### config.mk
export PLATFORM = sky130hd
export DESIGN_NAME = dlmm_ram
export DESIGN_NICKNAME = d
export VERILOG_FILES = /design/src/hw/rtl/dlmm_ram.sv
export SDC_FILE = /design/constraint.sdc
export NUM_CORES = 1
export LEC_CHECK = 0
export ABC_CLOCK_PERIOD_IN_PS = 4000
export BUFFER_PORTS_ARGS = -buffer_cell sky130_fd_sc_hd__buf_4
export CAP_MARGIN = 10
export CORE_MARGIN = 3
export CORE_UTILIZATION = 42
export CTS_BUF_LIST = sky130_fd_sc_hd__clkbuf_4
export DETAILED_ROUTE_END_ITERATION = 10
export SLEW_MARGIN = 10
export SYNTH_ARGS = -nofsm -noshare
export SYNTH_HDL_FRONTEND = slang
export SYNTH_SLANG_ARGS = --single-unit
### constraint.sdc
create_clock -name clk -period 4 [get_ports clk]
set_clock_uncertainty 0.15 [all_clocks]
set_input_delay 0.8 -clock clk [delete_from_list [all_inputs] [get_ports clk]]
set_output_delay 0.8 -clock clk [all_outputs]
set_load 0.03 [all_outputs]
### src/hw/rtl/dlmm_ram.sv
// Generic single-port-write, single-port-read RAM with registered read data.
`default_nettype none
module dlmm_ram #(
  parameter int Width = 16,
  parameter int Depth = 64
) (
  input  wire logic                     clk,
  input  wire logic                     we,
  input  wire logic [$clog2(Depth)-1:0] waddr,
  input  wire logic [Width-1:0]         wdata,
  input  wire logic [$clog2(Depth)-1:0] raddr,
  output logic [Width-1:0]              rdata
);
  logic [Width-1:0] mem [Depth];
  always_ff @(posedge clk) begin
    if (we) begin
      mem[waddr] <= wdata;
    end
    rdata <= mem[raddr];
  end
endmodule
`default_nettype wire

* After elaboration in Yosys (flattened, before gate mapping)
Memory sizes are Yosys's and may differ from the RTL's. A register that Yosys moved wholly into a read port is not among the register bits.
Index checks and enable logic that the tools add are counted.
** Cells by class
- $add $sub $neg :: 0
- Multipliers :: 0
- Div/mod/pow operators :: 0
- Magnitude comparators :: 0
- Eq/ne operators :: 0
- Shift operators :: 0
- Muxes and demuxes :: 2
- Bitwise gates (word level) :: 0
- Reductions and logical operators :: 0
** Operator list (count)
- $mux 1 :: 2
** Word-level totals
- Bits in registers :: 0
- Bits in latches :: 0
- Memory bits (writable) :: 1024
- ROM bits :: 0
- Input bits :: 30
- Output and inout port bits :: 16
- Logic and storage cells :: 3
- Memories kept :: 1
** Memories
- mem :: depth 64, bits a word 16, rd ports 1, clocked after memory_dff 1, write ports 1, RTL line 14 : logic [Width-1:0] mem [Depth];

* Longest topological paths before layout
Gate-level depths: netlist of run 1.
- Depth in word-level cells :: 2
- Depth in mapped cells :: 10
- Depth with buffers taken out :: 5

* Least setup slack after synthesis of run 1
Ideal clock, no wire load.
- Path kind :: input -> register
- From :: in waddr[3]
- To :: mem mem[48][0], enable pin
- Setup time :: 0.409 ns
- Arrival :: 2.426 ns
- Required time :: 3.441 ns
- Setup slack :: 1.015 ns
- Stages on the path :: 4
- Path through :: clkbuf_1 -> nor2b_1 -> nand4b_1 -> nor3_1
** RTL lines
- start: declaration :: RTL line 9 : input wire logic [$clog2(Depth)-1:0] waddr,
- end: declaration :: RTL line 14
No word-level cell before the write port.

* Worst setup path after layout of run 1
- From :: reg rdata[8] (read register of mem)
- To :: out rdata[8]
** RTL lines
- start: declaration :: RTL line 12 : output logic [Width-1:0] rdata
No word-level cell between the ends.

==> flow_metrics.env, run 1 <==
export IMPL_status="completed"
export IMPL_crit_type="reg2out"
export IMPL_layout_common_cells="1024 x edfxtp_1, 392 x clkbuf_4, 220 x mux4_2"
export IMPL_cts_root_buf="clkbuf_4"
export IMPL_ys_flop_type="edfxtp_1"
export IMPL_final_common_cell="edfxtp_1"
export IMPL_slew_viol_final=0
export IMPL_die_area_um2=99100
export IMPL_drtPass1Iterations=6
export IMPL_async_reset_ff_frac=0
export IMPL_vdd_drop_max_uv=279
export IMPL_num_vias=20200
export IMPL_synthCells=1829
export IMPL_cp_arrival_ns=1.92
export IMPL_finalSetupTns_ns=0
export IMPL_via_per_inst=5.60
export IMPL_yosysWarnings=0
export IMPL_netlist_area_um2=40000
export IMPL_worst_pin_slew_ns=1.21
export IMPL_gp_congestion=0.872
export IMPL_worstPathRequired_ns=3.05
export IMPL_cap_violations=0
export IMPL_syn_nets=1859
export IMPL_drc=0
export IMPL_cp_start_kind="flop"
export IMPL_cts_tree="built"
export IMPL_grt_pass1_vias=20700
export IMPL_std_cell_rows=112
export IMPL_synthToLayoutAreaGrowth_pct=14.1
export IMPL_final_min_clock_period_ns=2.87
export IMPL_fin_crit_sh=0.717
export IMPL_power_density_nw_per_um2=482
export IMPL_final_hold_violation_count=0
export IMPL_ctsResizeCount=0
export IMPL_core_um2=93900
export IMPL_clock_latency_ns=1.13
export IMPL_post_route_cells_drive_above_1_share=0.359
export IMPL_hpwlAfterDp_um=59000
export IMPL_cp_slowest_stage_delay_ns=0.57
export IMPL_port_buffers=45
export IMPL_grt_max_degree=65
export IMPL_cpMaxStageDelayCell="dfxtp_1"
export IMPL_rsz0062_at_grt="no"
export IMPL_dieHeight_um=315
export IMPL_num_fill_cells=7786
export IMPL_drtIter0Drc=2302
export IMPL_grt_pass1_wl_um=143000
export IMPL_post_route_util=0.487
export IMPL_synth_edf_count=1024
export IMPL_r2r_slack_ns=1.45
export IMPL_cts_sinks=1040
export IMPL_fmax_ghz=0.349
export IMPL_die_x_um=315
export IMPL_ys_seq_elements=1040
export IMPL_clock_path_buffers=4
export IMPL_synth_cell_type_count=43
export IMPL_ant_nets=0
export IMPL_setup_violations=0
export IMPL_cts_made_buffers=277
export IMPL_critPathCaptureType="output pin"
export IMPL_antenna_found_initial=10
export IMPL_hold_path_class="in2reg"
export IMPL_clk_pin_slew_worst_paths_ns=0.07
export IMPL_post_drt_wl_per_cell_um=27.3
export IMPL_crit_fanout=1
export IMPL_critical_path_cell_chain="buf_4"
export IMPL_relSlewSlack=0.194
export IMPL_io_pins=46
export IMPL_grt_overflow_total=0
export IMPL_cp_top_family="flip-flops"
export IMPL_start_util=0.426
export IMPL_routed_wirelength_um=98600
export IMPL_p_leak_nw=14.9
export IMPL_cts_max_level=5
export IMPL_cp_num_buf_inv=1
export IMPL_groute_usage_overall=0.202
export IMPL_fin_nets=2214
export IMPL_yosysSeqAreaShare=0.776
export IMPL_syn_area_per_cell_um2=21.9
## report_power, final
group	internal, mW	switching, mW	total [mW]	leakage (nW)
Clock	4.66	4.02	8.68	1.94
Sequential	12.1	0.0534	12.1	9.35
Combinational	0.442	0.773	1.22	3.56
Total	17.2	4.85	22.0	14.9
## stage by stage
stage,instance area (um^2),hold slack (ns),cells,total power [mW],setup slack [ns]
detailed placement,42400,0.730,3155,13.6,0.158
global placement,42400,0.725,3155,13.6,0.0848
finish,45700,0.134,3612,22.0,1.13
floorplan,40000,0.600,1829,13.0,1.02
CTS,45600,0.00237,3596,22.3,1.08
global route,45700,0.0487,3604,22.9,1.12
## cell type report
cell class,instances,area (um^2),share of cell area
Antenna cell,16,40.0,0.000877
Multi-Input combinational cell,685,8250,0.181
Sequential cell,1040,31100,0.680
Timing Repair Buffer,180,1540,0.0338
Tap cell,1254,1570,0.0343
Clock inverter,45,265,0.00581
Clock buffer,392,2940,0.0644
## worst paths after layout
kind,start,end,cells after the start
worst max register to register,mem[21][0],rdata[0],5
worst min-delay path,wdata[5],mem[5][5],1
worst min register to register,mem[62][10],rdata[10],5
worst max-delay path,rdata[8],rdata[8],1
## cells by family after synthesis
family	Yosys count	synth area share
simple gates	220	0.0265
mux	336	0.155
buf+inv	104	0.0183
flops	1040	0.776
compound gates	129	0.0241
## metal layers
layer	vias up	global-route usage	part of all wire
li1	8586	-	-
met1	10600	0.284	0.42
met2	852	0.314	0.48
met3	149	0.0490	0.080
met4	4	0.0649	0.020
met5	-	0	0.00027
## cell usage after synthesis (all sizes together) (17+ instances only)
library cell,number,area (um^2)
mux2,27,304
nor2b,30,188
a21oi,17,85.1
mux2i,85,851
edfxtp,1024,30700
nor2,74,283
mux4,224,5060
nand3,24,120
nand2,60,233
a22oi,39,293
clkbuf,27,108
buf,77,626
## what timing repair did
action / CTS / global route
endpoints found under the hold margin: 10 / 0
buffers inserted: 0 / 0
hold buffers: 4 / 0
## flip-flops by register name, indices dropped and copies added, names as in the netlist
name	count
rdata	16
mem	1024
Note: power is estimated with default switching activity, not from simulation.
==> inputs of run 2 (changes only) <==
Settings changed: ABC_AREA from default to 1, ABC_CLOCK_PERIOD_IN_PS 4000 to 2990.
Clock period 4 ns to 2.99 ns, I/O delays scaled along.
==> run 2 against run 1 <==
Net effect:
- sequential cell count unchanged
- sequential power up 34%
- count of clock-buffer cells in the layout increased by 12
- sequential share of layout area is 3.1 points lower
- routed wire length is 17% higher
- clock power up 41%
- first-iteration DRC count grew 31%
- area after synthesis rose by 5.1%
- global-route usage up 2.2 points
- critical path depth is the same
- critical endpoint is now rdata[2]
- largest power group unchanged
==> flow_metrics.env, run 2 <==
export IMPL_critPathCaptureType="output pin"
export IMPL_die_x_um=323
export IMPL_yosysTopAreaCell="edfxtp_1"
export IMPL_yosys_top_cells_count="1296 x nand2_1, 1024 x edfxtp_1, 871 x nand3_1, 113 x buf_2, 56 x nor2_1"
export IMPL_p_leak_nw=17.6
export IMPL_via_per_inst=5.37
export IMPL_grt_pass1_wl_um=173000
export IMPL_power_density_nw_per_um2=636
export IMPL_drc=0
export IMPL_gp_congestion=0.807
export IMPL_start_util=0.426
export IMPL_yosysWarnings=0
export IMPL_synthCells=3517
export IMPL_grt_pass1_vias=27900
export IMPL_reg_top3="mem x1024, rdata x16"
export IMPL_dieHeight_um=323
export IMPL_syn_nets=3547
export IMPL_groute_usage_overall=0.224
export IMPL_syn_area_per_cell_um2=12.0
export IMPL_cts_made_buffers=287
export IMPL_num_vias=28300
export IMPL_power_internal_mw=23.2
export IMPL_stdcell_area_um2=47900
export IMPL_cpMaxStageDelayCell="dfxtp_1"
export IMPL_std_cell_rows=115
export IMPL_synthTopCellsByArea="edfxtp_1 73%, nand2_1 12%, nand3_1 10%"
export IMPL_ctsResizeCount=0
export IMPL_post_route_cells_drive_above_1_share=0.156
export IMPL_post_drt_wl_per_cell_um=21.9
export IMPL_slew_viol_final=0
export IMPL_critical_path_cell_chain="buf_4"
export IMPL_pwr_share_seq=0.533
export IMPL_worst_pin_slew_ns=0.880
export IMPL_cp_slowest_stage_delay_ns=0.59
export IMPL_layout_common_cells="1296 x nand2_1, 1024 x edfxtp_1, 871 x nand3_1"
export IMPL_cts_tree="built"
export IMPL_routed_wirelength_um=116000
export IMPL_final_min_clock_period_ns=2.72
export IMPL_crit_fanout=1
export IMPL_ant_nets=0
export IMPL_fmax_ghz=0.368
export IMPL_cap_violations=0
export IMPL_drtPass1Iterations=5
export IMPL_yosysMostFrequentCell="nand2_1"
export IMPL_num_fill_cells=8839
export IMPL_worstPathRequired_ns=2.24
export IMPL_cp_depth=1
export IMPL_register_area_um2=31100
export IMPL_fin_crit_sh=0.910
export IMPL_cts_root_buf="clkbuf_4"
export IMPL_holdWs_ns=0.153
export IMPL_multi_input_area_um2=9590
export IMPL_io_pins=46
export IMPL_netlist_area_um2=42100
export IMPL_grt_max_degree=86
export IMPL_port_buffers=45
export IMPL_grt_overflow_total=0
export IMPL_synth_top_area_share=0.730
export IMPL_crit_type="reg2out"
export IMPL_relSlewSlack=0.413
export IMPL_post_route_util=0.484
export IMPL_hold_path_class="in2reg"
export IMPL_placed_cell_area_um2=44200
export IMPL_clk_pin_slew_worst_paths_ns=0.06
export IMPL_swShare=0.237
export IMPL_ys_flop_type="edfxtp_1"
export IMPL_synthToLayoutAreaGrowth_pct=13.7
export IMPL_final_hold_violation_count=0
export IMPL_yosysSeqAreaShare=0.738
export IMPL_async_reset_ff_frac=0
export IMPL_cp_arrival_ns=1.97
export IMPL_hold_depth=6
export IMPL_synth_edf_count=1024
export IMPL_setup_violations=0
export IMPL_die_area_um2=104000
export IMPL_antenna_found_initial=3
export IMPL_status="completed"
export IMPL_power_frac_clock=0.400
export IMPL_final_common_cell="nand2_1"
export IMPL_share_comb_of_total_power=0.067
export IMPL_clock_latency_ns=1.12
export IMPL_cp_num_buf_inv=1
export IMPL_cts_sinks=1040
export IMPL_rsz0062_at_grt="no"
export IMPL_hpwlAfterDp_um=62600
export IMPL_top_register="mem"
export IMPL_cp_start_kind="flop"
export IMPL_ys_seq_elements=1040
export IMPL_clock_path_buffers=4
export IMPL_cp_top_family="flip-flops"
export IMPL_core_um2=98900
export IMPL_drtIter0Drc=3006
export IMPL_largest_register_ffs=1024
export IMPL_cts_max_level=5
export IMPL_synth_cell_type_count=16
export IMPL_p_sw_mw=7.22
export IMPL_fin_nets=3822
export IMPL_cts_setup_buffers=0
export IMPL_vdd_drop_max_uv=379
export IMPL_rr_worst_depth=9
## run 2: per-stage QoR
step / total power [mW] / cells / setup WS [ns] / TNS [ns]
after detailed placement: 18.5 / 4765 / 0.152 / 0
final: 30.4 / 5270 / 0.270 / 0
after global placement: 18.5 / 4765 / 0.210 / 0
after floorplan: 17.6 / 3517 / -0.312 / -39.94
after CTS: 30.8 / 5266 / 0.162 / 0
after global routing: 31.8 / 5269 / 0.138 / 0
## run 2: power by group through the flow
| stage | Combinational [mW] | Sequential [mW] | Clock [mW] |
|---|---|---|---|
| floorplan | 1.08 | 16.5 | 0 |
| CTS | 2.06 | 16.2 | 12.5 |
| global placement | 2.00 | 16.5 | 0 |
| global route | 2.24 | 16.2 | 13.4 |
| finish | 2.05 | 16.2 | 12.2 |
| detailed placement | 2.02 | 16.5 | 0 |
## run 2: worst reg2reg max path: cells and delay by family, from the launching register on
kind | cells | cell delay [ns]
and+or+nand+nor | 8 | 0.81
DFF | 1 | 0.36
buffers and inverters | 1 | 0.56
## run 2: cell type report
type	count	share of cell area
clock inverters	72	0.00818
inverters	12	0.00149
multi-input cells	2240	0.200
well taps	1287	0.0337
diodes	4	0.000209
repair buffers	211	0.0434
flip-flops and latches	1040	0.649
clock buffers	404	0.0634
## run 2: metal layers
layer / global-route usage / vias up / part of all wire / routed length, um
li1: - / 13100 / - / -
met5: 0 / - / 0.00011 / 13
met3: 0.0617 / 185 / 0.089 / 10300
met1: 0.312 / 13800 / 0.43 / 49500
met2: 0.341 / 1181 / 0.46 / 52900
met4: 0.0757 / 2 / 0.025 / 2860
## run 2: path summary, 6_finish.rpt
path | end | startpoint | slack, ns
setup / recovery | rdata[2] | rdata[2] | 0.27
hold / removal | rdata[2] | raddr[3] | 0.15
setup reg to reg | rdata[10] | mem[35][10] | 1.03
hold reg to reg | rdata[15] | mem[20][15] | 0.66
## run 2: kinds of logic (layout without fill, tap and decap cells)
kind of cell,count (synthesis),after routing,share of synthesized area
other cells,0,4,0
simple gates,2240,2240,0.227
flops,1040,1040,0.738
buf+inv,237,699,0.0354
## run 2: what timing repair did
item	CTS	global route
hold buffers	25	0
setup endpoints to repair	0	0
hold endpoints to repair	1154	0
