==> config.mk <==
export PLATFORM = sky130hd
export DESIGN_NAME = dlmm_cell
export DESIGN_NICKNAME = d
export VERILOG_FILES = /design/src/hw/rtl/dlmm_pkg.sv /design/src/hw/rtl/dlmm_cell.sv
export SDC_FILE = /design/constraint.sdc
export NUM_CORES = 1
export LEC_CHECK = 0
export BUFFER_PORTS_ARGS = -buffer_cell sky130_fd_sc_hd__buf_2
export CORE_MARGIN = 2
export CORE_UTILIZATION = 40
export CTS_CLUSTER_DIAMETER = 80
export DETAILED_ROUTE_END_ITERATION = 7
export HOLD_SLACK_MARGIN = 0.02
export PLACE_DENSITY_LB_ADDON = 0.05
export SYNTH_ARGS = -nofsm -noshare
export SYNTH_HDL_FRONTEND = slang
export SYNTH_SLANG_ARGS = --single-unit
export TNS_END_PERCENT = 20
==> constraint.sdc <==
create_clock -name clk -period 25.6 [get_ports clk]
set_input_delay 2.56 -clock clk [delete_from_list [all_inputs] [get_ports clk]]
set_output_delay 2.56 -clock clk [all_outputs]
set_load 0.005 [all_outputs]
==> src/hw/rtl/dlmm_pkg.sv <==
// Package for the dense layer matrix multiply block: sizes, commands, types.
`default_nettype none
package dlmm_pkg;
  localparam int MaxRows  = 16;
  localparam int MaxInner = 64;
  localparam int MaxCols  = 64;
  localparam int RowW     = $clog2(MaxRows);
  localparam int InnerW   = $clog2(MaxInner);
  localparam int ColW     = $clog2(MaxCols);
  localparam int LeftDepth  = MaxRows * MaxInner;
  localparam int RightDepth = MaxInner * MaxCols;
  localparam int LeftAw  = $clog2(LeftDepth);
  localparam int RightAw = $clog2(RightDepth);
  localparam int AccW = 48;

  typedef enum logic [1:0] {
    CMD_LOAD_LEFT  = 2'd0,
    CMD_LOAD_RIGHT = 2'd1,
    CMD_LOAD_BIAS  = 2'd2,
    CMD_COMPUTE    = 2'd3
  } cmd_t;

  typedef enum logic [1:0] {
    REG_NUM_ROWS   = 2'd0,
    REG_INNER_SIZE = 2'd1,
    REG_NUM_COLS   = 2'd2,
    REG_BIAS_EN    = 2'd3
  } reg_idx_t;

  typedef enum logic [1:0] {
    ST_IDLE = 2'd0,
    ST_RUN  = 2'd1,
    ST_EMIT = 2'd2
  } state_t;

  // Control handed from the sequencer down the cell chain.
  typedef struct packed {
    logic              valid;
    logic              first;
    logic signed [15:0] a;
  } cell_ctl_t;

  typedef struct packed {
    logic signed [31:0] result;
    logic [RowW-1:0]    out_row;
    logic [ColW-1:0]    out_col;
    logic               last;
  } res_t;

  typedef struct packed {
    logic [1:0]          cmd;
    logic [5:0]          row;
    logic [5:0]          col;
    logic signed [15:0]  value;
  } req_t;
endpackage
`default_nettype wire

==> src/hw/rtl/dlmm_cell.sv <==
// One column cell: multiplies the passing left element by its column's right-matrix element, accumulates one result.
`default_nettype none
module dlmm_cell import dlmm_pkg::*; (
  input  wire logic               clk,
  input  wire logic               rst_n,
  input  wire cell_ctl_t          ctl_in,
  input  wire logic [15:0]        b_in,
  output cell_ctl_t               ctl_out,
  output logic signed [AccW-1:0]  acc
);
  logic signed [AccW-1:0] acc_r, acc_nxt;
  logic signed [31:0]     prod;
  cell_ctl_t              ctl_r;

  assign prod = ctl_in.a * $signed(b_in);

  always_comb begin
    acc_nxt = acc_r;
    if (ctl_in.valid) begin
      acc_nxt = (ctl_in.first ? '0 : acc_r) + AccW'(prod);
    end
  end

  always_ff @(posedge clk) begin
    if (!rst_n) begin
      ctl_r.valid <= 1'b0;
    end else begin
      ctl_r.valid <= ctl_in.valid;
    end
    ctl_r.first <= ctl_in.first;
    ctl_r.a     <= ctl_in.a;
    acc_r       <= acc_nxt;
  end

  assign ctl_out = ctl_r;
  assign acc     = acc_r;
endmodule
`default_nettype wire

# Word-level counts from Yosys, hierarchy flattened

Cells that the tools add are included.

Register bits after elaboration: 66
Bits of input ports: 36
Logic and storage cells: 7

Add/sub/neg operators: 1
Multiply operators: 1
Multiplexer cells: 1

Operators with widths:

| kind           | number |
|---|---|
| $add 48x48->48 | 1 |
| $mux 48        | 1 |
| $mul 16x16->32 | 1 |

# Logic depth before layout (Yosys ltp)

Gate-level depths: netlist of the first run.

Depth in word-level cells: 2
Mapped depth: 37
Mapped depth without buffers: 36

# Worst setup path before layout of the first run

No wires, ideal clock.

Path type: input to register
From: in b_in[7]
To: reg acc_r[45] (netlist: acc[45]) (data pin)
Setup time: 255 ps
Data arrival time: 10666 ps
Setup slack: 14679 ps
Stages: 35
Path buffers: 1
Cells stage by stage: clkbuf_1 nand2_1 fa_1 inv_1 fa_1 inv_1 fa_1 inv_1 fa_1 fa_1 inv_1 fa_1 inv_1 ha_1 and3_1 a221o_1 a211o_1 o21ai_0 a21boi_0 o21ai_0 a21boi_0 o21ai_0 a21boi_0 or4_1 nand4_1 ha_1 o211ai_1 a2111oi_0 a2bb2oi_1 o21ai_0 o211ai_1 a21o_1 and3b_1 or4_1 and3_1

Word-level cells in the longest chain between the ends: 2

RTL lines:

| what                 | line            | source |
|---|---|---|
| from (decl)          | dlmm_cell.sv:7  | `input wire logic [15:0] b_in,` |
| $mul 16x16->32       | dlmm_cell.sv:15 | `assign prod = ctl_in.a * $signed(b_in);` |
| $add 48x48->48       | dlmm_cell.sv:20 | `acc_nxt = (ctl_in.first ? '0 : acc_r) + AccW'(prod);` |
| to (signal assigned) | dlmm_cell.sv:32 | `acc_r <= acc_nxt;` |
| to (decl)            | dlmm_cell.sv:11 | `logic signed [AccW-1:0] acc_r, acc_nxt;` |

No other way between the ends.
A chain may end at the register's enable or synchronous reset.

# Worst setup path in the final report of the first run

From: in ctl_in[11] in the netlist's numbering
To: reg acc_r[47] (netlist: acc[47]) (data pin)

Word-level cells in the longest chain between the ends: 2

RTL lines:

| what           | line            | source |
|---|---|---|
| from (decl)    | dlmm_cell.sv:6  | `input wire cell_ctl_t ctl_in,` |
| $mul 16x16->32 | dlmm_cell.sv:15 |  |
| $add 48x48->48 | dlmm_cell.sv:20 |  |

No other way between the ends.

==> results of run 1 <==
[critical path: cells and delay by family]
| family | cells | cell delay [ns] |
|---|---|---|
| mux | 1 | 0.16 |
| simple gates | 7 | 1.07 |
| compound gates | 14 | 4.08 |
| fa+ha+maj | 8 | 3.79 |
| buf+inv | 4 | 0.55 |
[cell usage after synthesis, drive strengths merged, types with 3 or more instances]
library cell,count
inv,312
fa,263
nand2,162
and2,131
ha,126
a21oi,59
nor2,52
nor2b,52
xnor2,50
edfxtp,48
clkbuf,45
o21ai,43
a21o,31
xor2,24
dfxtp,18
nand3,17
nor3,16
o21a,12
nand4,11
a31oi,10
nand2b,10
o21bai,10
a21boi,9
and3,9
a211oi,8
o211ai,8
o31ai,8
or2,7
a2111oi,4
a221o,4
mux2i,4
o211a,4
a221oi,3
buf,3
or3,3
[how the worst max path moves through the flow]
stage	endpoint	cells after the start	slack [ns]	from
after floorplan	acc[45]	35	14.68	b_in[7]
after global placement	acc[47]	34	13.17	ctl_in[11]
after detailed placement	acc[47]	34	13.18	ctl_in[11]
after CTS	acc[47]	34	13.50	ctl_in[11]
after global routing	acc[47]	34	12.84	ctl_in[11]
final	acc[47]	34	13.46	ctl_in[11]
[registers in the layout, summed over array words and instances (netlist names)]
name     count
ctl_out     18
acc         48
[cell type report]
cell class / instances / area (um^2)
Timing Repair Buffer: 104 / 528
Tap cell: 468 / 586
Multi-Input combinational cell: 1185 / 11600
Clock inverter: 3 / 41.3
Sequential cell: 66 / 1800
Clock buffer: 13 / 250
Fill cell: 3722 / 20500
Inverter: 312 / 1170
[cells in the final DEF, fill, tap and decap left out, drive strengths merged, types with 9 or more instances in the layout]
master / count
and2: 131
a31oi: 10
o21a: 12
ha: 126
nand3: 17
o21ai: 43
clkbuf: 13
a21boi: 9
nor2: 52
xnor2: 50
a21o: 31
o21bai: 10
xor2: 24
nand4: 11
nor2b: 52
nand2b: 10
nand2: 162
edfxtp: 48
nor3: 16
buf: 104
fa: 263
and3: 9
dfxtp: 18
inv: 312
a21oi: 59
[per-stage QoR]
stage,area [um^2],hold WS (ns),instances,worst slack (ns)
floorplan,14800,0.684,1611,14.68
global placement,15700,0.683,2135,13.17
detailed placement,15700,0.686,2135,13.18
CTS,16000,0.708,2151,13.50
global route,16000,0.751,2151,12.84
finish,16000,0.700,2151,13.46
[cells by family after synthesis]
logic type / after synthesis
fa+ha+maj: 389
simple gates: 479
buf+inv: 360
compound gates: 237
xor+xnor: 75
flops: 66
mux: 5
[layer usage]
metal | wire length, um | vias to the layer above | part of all wire (%)
li1 | - | 5237 | -
met1 | 16700 | 5613 | 45
met2 | 19000 | 150 | 51
met3 | 836 | 31 | 2.3
met4 | 553 | 0 | 1.5
met5 | 0 | - | 0
==> qor.txt, run 1 <==
Outcome: complete, no violations
Mean routed wirelength per cell: 17.2 um
Post-layout net count: 2103
Die area: 38500 um^2
Number of gates resized after cts: 0
Largest area contributor in the synthesized netlist: sky130_fd_sc_hd__fa_1
Detailed Place HPWL: 30000 um
Worst Clk Skew: 0.0110 ns
Delay of the slowest cell on the worst path: 0.60 ns
Buffers added on ports: 101
Final cell utilization of the core: 43.8%
CORE AREA: 36500 um^2
Hold crit path type: reg2reg
Clock root buffer: sky130_fd_sc_hd__clkbuf_16
Hold Fails Final Rpt: 0
Count of buffers added by post-CTS timing repair for setup: 0
Post-synthesis register bit count: 66
Critical Path Start Type: input port
Worst slew margin: 52.3%
Max Cap Viol: 0
Initial antenna violation count: 0
Fraction of the mapped netlist area in simple logic gates: 16.6%
Std cell rows: 70
Highest-delay cell along the critical path: sky130_fd_sc_hd__a311oi_2
Reg-to-reg startpoint: acc[0]
Number of H-tree branching levels: 3
Setup Crit Path Kind: in2reg
Clock-pin slew on the worst setup and hold paths: 0.06 ns
Share of the synthesized area in the top cell type: 35.6%
Prevailing post-synth register cell: sky130_fd_sc_hd__edfxtp_1
Synth Net Count: 2036
Total congestion overflow: 0
Start point of the worst min-delay path: acc[0]
Synthesized cell area: 14800 um^2
Global-route met2 utilization: 35.4%
Maximum clock path buffer count: 2
Clock latency at the later pin of the worst-skew pair: 0.36 ns
Worst R2R Path Depth: 14
Worst Hold Path Cells: 2
Arrival time of the worst setup path: 12.24 ns
Complex-gate fraction of the synthesized area: 10.9%
Synth area leaders: sky130_fd_sc_hd__fa_1 (36%), sky130_fd_sc_hd__ha_1 (11%), sky130_fd_sc_hd__edfxtp_1 (9.7%), sky130_fd_sc_hd__inv_1 (7.9%), sky130_fd_sc_hd__and2_1 (5.5%)
Initial cell density of the core: 40.5%
N_diodes: 0
Total wire length after detailed routing: 37100 um
Fraction of synthesized cell area in xor and xnor cells: 4.53%
Met1 capacity usage during global routing: 27.7%
Violation count after the first detailed-routing iteration: 455
Number of global-route vias before repair: 11500
Crit path top cell by count: sky130_fd_sc_hd__fa_1
TritonCTS clock tree: built
# clock sinks: 66
Reg2Reg Setup Slack: 20.84 ns
Post-cts hold buffer count: 0
Yosys warns: 0
Mux share of post-synthesis cell area: 0.372%
Mean area per synthesized cell: 9.18 um^2
Destination of the worst hold path: acc[0]
First-pass GRT wire length: 61100 um
Min Clock Period, post-route: 12.14 ns
Met3 track demand over resource in global routing: 1.88%
Asr flop ratio synth: 0%
Reg2Reg Capture Point: acc[44]
Final-layout setup total negative slack: 0 ns
Final Max Slew Viols: 0
Maximum number of pins on one net before global-route repair: 59
Share of synthesized cell area in full adder, half adder and majority cells: 46.2%
Fraction of the yosys area taken by sequential cells: 12.2%
Synth-to-layout area growth: 8.21%
Share of cells above drive strength 1: 8.08%
Nature of the critical path endpoint: flip-flop
Total via count in the routed design: 11000
Die Span Y: 196 um
Number of endpoints failing setup at the final stage: 0
Grt peak-use layer: met2
Total global routing track utilization: 20.4%
Die Wd: 196 um
Drt first pass iters: 5
Number of unique standard cell types used by synthesis: 73
Period utilisation layout: 47.4%
Final weighted congestion in routability-driven placement: 0.813
Post-route antenna net violation count: 0
Post-Syn Instances: 1611
Number of ports placed on the die boundary: 102
Unrepaired setup endpoints after global routing: no
Biggest fanout along the worst timing path: 17
Worst-Margin Slew: 0.708 ns
Number of synthesized flops with an enable pin: 48
Post-route DRC violation count: 0
Number of clock buffers inserted by TritonCTS: 9
Via/cell ratio: 5.13
Dominant combinational cell family by area after synthesis: adder cells
Req. time, crit path: 25.70 ns
Maximum operating frequency: 82.4 MHz
Power of run 1 is not shown: default switching activity piles up to over one toggle a cycle in this logic, so the estimate is an artifact.
==> run 2: changes to the inputs <==
clock period = 10.4 ns   (was 25.6 ns; I/O delays follow)
==> run 2 against run 1 <==
Net effect: count of clock-buffer cells in the layout decreased by 2; core utilization is 0.38 points higher; critical path type unchanged; die area unchanged; wire length grew 2.1%; largest cell class unchanged; highest routed layer unchanged; non-clock buffer count increased by 14; first-iteration DRC count decreased by 6.2%; final area up 0.87%.
==> qor.txt, run 2 (synthesized netlist as in run 1, its figures left out) <==
Die area: 38500 um^2
Maximum operating frequency: 101 MHz
Met1 Routed Length: 17300 um
Number of gates resized after cts: 0
Final-layout setup total negative slack: 0 ns
Clock-pin slew on the worst setup and hold paths: 0.07 ns
Final Max Slew Viols: 0
Met3 wire length: 1000 um
Total via count in the routed design: 11000
Number of fill cells in the layout: 3668
Biggest fanout along the worst timing path: 17
Leading cell type in the layout, fill and taps excluded: sky130_fd_sc_hd__inv_1
Flip-flop count of the largest register after layout: 48
Highest-delay cell along the critical path: sky130_fd_sc_hd__fa_1
Nature of the critical path endpoint: flip-flop
Initial cell density of the core: 40.5%
Reg2Reg Setup Slack: 5.71 ns
# clock sinks: 66
Via/cell ratio: 5.10
Worst-Margin Slew: 1.18 ns
Unrepaired setup endpoints after global routing: no
Post-route antenna net violation count: 0
Total congestion overflow: 0
Delay of the slowest cell on the worst path: 0.53 ns
Detailed-routed wire length on met2: 18900 um
Worst Clk Skew: 0.0149 ns
Total wire length after detailed routing: 37800 um
Arrival time of the worst setup path: 10.05 ns
TritonCTS clock tree: built
Count of buffers added by post-CTS timing repair for setup: 0
First-pass GRT wire length: 61200 um
Critical Path Start Type: input port
Hold crit path type: reg2reg
Maximum number of pins on one net before global-route repair: 59
Hold Fails Final Rpt: 0
Crit path top cell by count: sky130_fd_sc_hd__fa_1
Initial antenna violation count: 0
Clock latency at the later pin of the worst-skew pair: 0.37 ns
Total global routing track utilization: 20.5%
Post-route DRC violation count: 0
Worst slack at placement: 0.105 ns
Maximum clock path buffer count: 2
Number of global-route vias before repair: 11500
Number of ports placed on the die boundary: 102
Period utilisation layout: 95.5%
Detailed Place HPWL: 31000 um
Leading cell types in the layout, fill and taps excluded: sky130_fd_sc_hd__inv_1 (311), sky130_fd_sc_hd__fa_1 (262), sky130_fd_sc_hd__nand2_1 (162)
Std cell rows: 70
End of the critical path: acc[45]
Violation count after the first detailed-routing iteration: 427
Share of cells above drive strength 1: 8.96%
Slack of the critical path: 0.472 ns
Die Span Y: 196 um
Drt first pass iters: 5
Clock root buffer: sky130_fd_sc_hd__clkbuf_16
Number of H-tree branching levels: 3
Synth-to-layout area growth: 9.16%
Number of endpoints failing setup at the final stage: 0
Req. time, crit path: 10.53 ns
Reg-to-reg startpoint: acc[0]
CORE AREA: 36500 um^2
Die Wd: 196 um
Min Clock Period, post-route: 9.93 ns
N_diodes: 0
Outcome: complete, no violations
Post-layout net count: 2117
Final weighted congestion in routability-driven placement: 0.827
Buffers added on ports: 101
Max Cap Viol: 0
Post-cts hold buffer count: 0
Setup Crit Path Kind: in2reg
Reg2Reg Capture Point: acc[44]
Critical Path Source: ctl_in[9]
Mean routed wirelength per cell: 17.5 um
Number of clock buffers inserted by TritonCTS: 9
Worst slew margin: 20.1%
Highest routing layer actually used: met4
Worst R2R Path Depth: 14
run 2: metrics by stage:
stage               std cells  cell area [um^2]  util, %  hold slack, ns
floorplan                1611             14800        -           0.684
global placement         2149             15800     43.3           0.686
detailed placement       2149             15800     43.3           0.701
CTS                      2165             16100     44.2           0.719
global route             2165             16200     44.2           0.777
finish                   2165             16200     44.2           0.710
run 2: worst min-delay path by stage:
| stage | from | endpoint | slack, ns | cells after the start |
|---|---|---|---|---|
| after floorplan | acc[33] | acc[33] | 0.68 | 2 |
| after global placement | acc[0] | acc[0] | 0.69 | 2 |
| after detailed placement | acc[0] | acc[0] | 0.70 | 2 |
| after CTS | acc[0] | acc[0] | 0.72 | 2 |
| after global routing | acc[0] | acc[0] | 0.78 | 2 |
| final | acc[0] | acc[0] | 0.71 | 2 |
run 2: routing by layer:
metal | vias to the layer above | GRT usage (%)
met5 | - | 0
met1 | 5603 | 28.1
met4 | 0 | 4.80
met3 | 28 | 2.10
li1 | 5272 | -
met2 | 145 | 35.1
run 2: area by class of cell:
cell class | instances | area (um^2) | share of cell area [%]
Multi-Input combinational cell | 1185 | 11600 | 72.1
Sequential cell | 66 | 1800 | 11.2
Inverter | 312 | 1170 | 7.25
Timing Repair Buffer | 118 | 643 | 3.98
Tap cell | 468 | 586 | 3.63
Clock buffer | 11 | 233 | 1.44
Clock inverter | 5 | 80.1 | 0.496
run 2: worst max-delay path, delay by kind of cell:
kind | cells | cell delay, ns
buffers and inverters | 5 | 0.42
adders and majority gates | 8 | 3.49
AOI/OAI and AO/OA | 14 | 3.21
and+or+nand+nor | 7 | 1.85
Power of run 2 is left out for the same reason.
==> run 3: changes to the inputs <==
BUFFER_PORTS_ARGS = unset   (was -buffer_cell sky130_fd_sc_hd__buf_2)
DONT_BUFFER_PORTS = 1   (was unset)
==> run 3 against run 2 <==
Net effect: count of clock-buffer cells in the layout fell by 1; die area stayed put; register-to-register slack improved by 0.13 ns; sequential share of layout area increased by 0.46 points; clock skew decreased by 0.0058 ns; worst hold slack worse by 0.012 ns; maximum frequency rose by 4.2%.
==> qor.txt, run 3 (synthesized netlist as in run 1, its figures left out) <==
Reg2Reg Setup Slack: 5.84 ns
Crit path top cell by count: sky130_fd_sc_hd__fa_1
Min Clock Period, post-route: 9.53 ns
Detailed Place HPWL: 30600 um
Maximum operating frequency: 105 MHz
Die area: 38500 um^2
Worst Clk Skew: 0.00914 ns
Setup Crit Path Kind: in2reg
Total via count in the routed design: 10800
Reg-to-reg startpoint: acc[0]
Leading cell types in the layout, fill and taps excluded: sky130_fd_sc_hd__inv_1 (311), sky130_fd_sc_hd__fa_1 (263), sky130_fd_sc_hd__nand2_1 (162)
# clock sinks: 66
Number of fill cells in the layout: 3681
Clock-pin slew on the worst setup and hold paths: 0.07 ns
Reg2Reg Capture Point: acc[44]
Seq. cell area: 1800 um^2
Worst-Margin Slew: 0.606 ns
CORE AREA: 36500 um^2
Via/cell ratio: 5.23
Post-route antenna net violation count: 0
Buffers added on ports: 0
Multi-input combinational cell area: 11600 um^2
Initial cell density of the core: 40.5%
Final weighted congestion in routability-driven placement: 0.813
Clock root buffer: sky130_fd_sc_hd__clkbuf_16
Delay of the slowest cell on the worst path: 0.53 ns
Total wire length after detailed routing: 37700 um
Post-layout net count: 2006
Total global routing track utilization: 20.5%
Worst slew margin: 59.3%
End of the critical path: acc[47]
Clock latency at the later pin of the worst-skew pair: 0.37 ns
Nature of the critical path endpoint: flip-flop
Count of buffers added by post-CTS timing repair for setup: 0
Unrepaired setup endpoints after global routing: no
Number of global-route vias before repair: 11300
Hold crit path type: in2reg
Maximum clock path buffer count: 2
Total congestion overflow: 0
Number of gates resized after cts: 0
Die Wd: 196 um
Post-route DRC violation count: 0
Synth-to-layout area growth: 4.88%
Final Max Slew Viols: 0
Critical Path Start Type: input port
Hold Fails Final Rpt: 0
Mean routed wirelength per cell: 18.3 um
Req. time, crit path: 10.51 ns
Biggest fanout along the worst timing path: 17
First-pass GRT wire length: 61100 um
Number of H-tree branching levels: 3
Outcome: complete, no violations
Highest-delay cell along the critical path: sky130_fd_sc_hd__fa_1
Flip-flop count of the largest register after layout: 48
Period utilisation layout: 91.6%
Share of cells above drive strength 1: 2.65%
Leading cell type in the layout, fill and taps excluded: sky130_fd_sc_hd__inv_1
Maximum number of pins on one net before global-route repair: 59
Post-cts hold buffer count: 0
Arrival time of the worst setup path: 9.64 ns
Die Span Y: 196 um
Number of ports placed on the die boundary: 102
Worst R2R Path Depth: 14
Number of endpoints failing setup at the final stage: 0
Std cell rows: 70
Violation count after the first detailed-routing iteration: 544
Initial antenna violation count: 0
Number of clock buffers inserted by TritonCTS: 9
Max Cap Viol: 0
TritonCTS clock tree: built
Critical Path Source: ctl_in[9]
Final-layout setup total negative slack: 0 ns
Drt first pass iters: 5
run 3: changes by cell type in the layout (fill, tap and decap cells not counted), moves of 2 or more:
cell                        previous run  this run
sky130_fd_sc_hd__bufinv_16             2         0
sky130_fd_sc_hd__clkinv_2              0         2
sky130_fd_sc_hd__buf_4                17         7
sky130_fd_sc_hd__buf_2                97         0
sky130_fd_sc_hd__clkbuf_4              4         0
run 3: layer usage:
layer | share of wire [%] | routed length [um] | global-route usage, % | vias to the layer above
met5 | 0 | 0 | 0 | -
met3 | 3.9 | 1490 | 2.65 | 30
li1 | - | - | - | 5038
met1 | 44 | 16500 | 27.5 | 5499
met2 | 51 | 19100 | 35.4 | 184
met4 | 1.5 | 551 | 4.99 | 0
run 3: worst max-delay path, delay by kind of cell:
family | cells | cell delay [ns]
simple gates | 7 | 1.02
buf+inv | 4 | 0.19
fa+ha+maj | 8 | 3.66
compound gates | 14 | 3.55
mux | 1 | 0.15
run 3: area by class of cell:
cell class | instances | share of cell area, %
clock buffer | 10 | 1.48
multi-input combinational | 1185 | 75.0
tap | 468 | 3.77
sequential | 66 | 11.6
inverter | 312 | 7.55
timing repair buffer | 7 | 0.339
antenna | 1 | 0.0161
clock inverter | 6 | 0.274
run 3: through the flow:
stage	utilization, %	hold WS [ns]	instances	setup WS (ns)	instance area (um^2)
after CTS	42.5	0.679	2054	0.903	15500
after detailed placement	41.7	0.728	2038	0.533	15200
final	42.5	0.698	2055	0.873	15500
after floorplan	-	0.684	1611	0.999	14800
after global placement	41.7	0.714	2038	0.671	15200
after global routing	42.5	0.679	2054	0.157	15500
run 3: worst min-delay path by stage:
stage | from | to | slack, ns | cells past startpoint
3_3_place_gp | acc[0] | acc[0] | 0.71 | 2
2_1_floorplan | acc[33] | acc[33] | 0.68 | 2
6_report | ctl_in[3] | ctl_out[3] | 0.70 | 0
4_1_cts | ctl_in[3] | ctl_out[3] | 0.68 | 0
3_5_place_dp | acc[0] | acc[0] | 0.73 | 2
5_1_grt | ctl_in[3] | ctl_out[3] | 0.68 | 0
Power of run 3 is left out for the same reason.
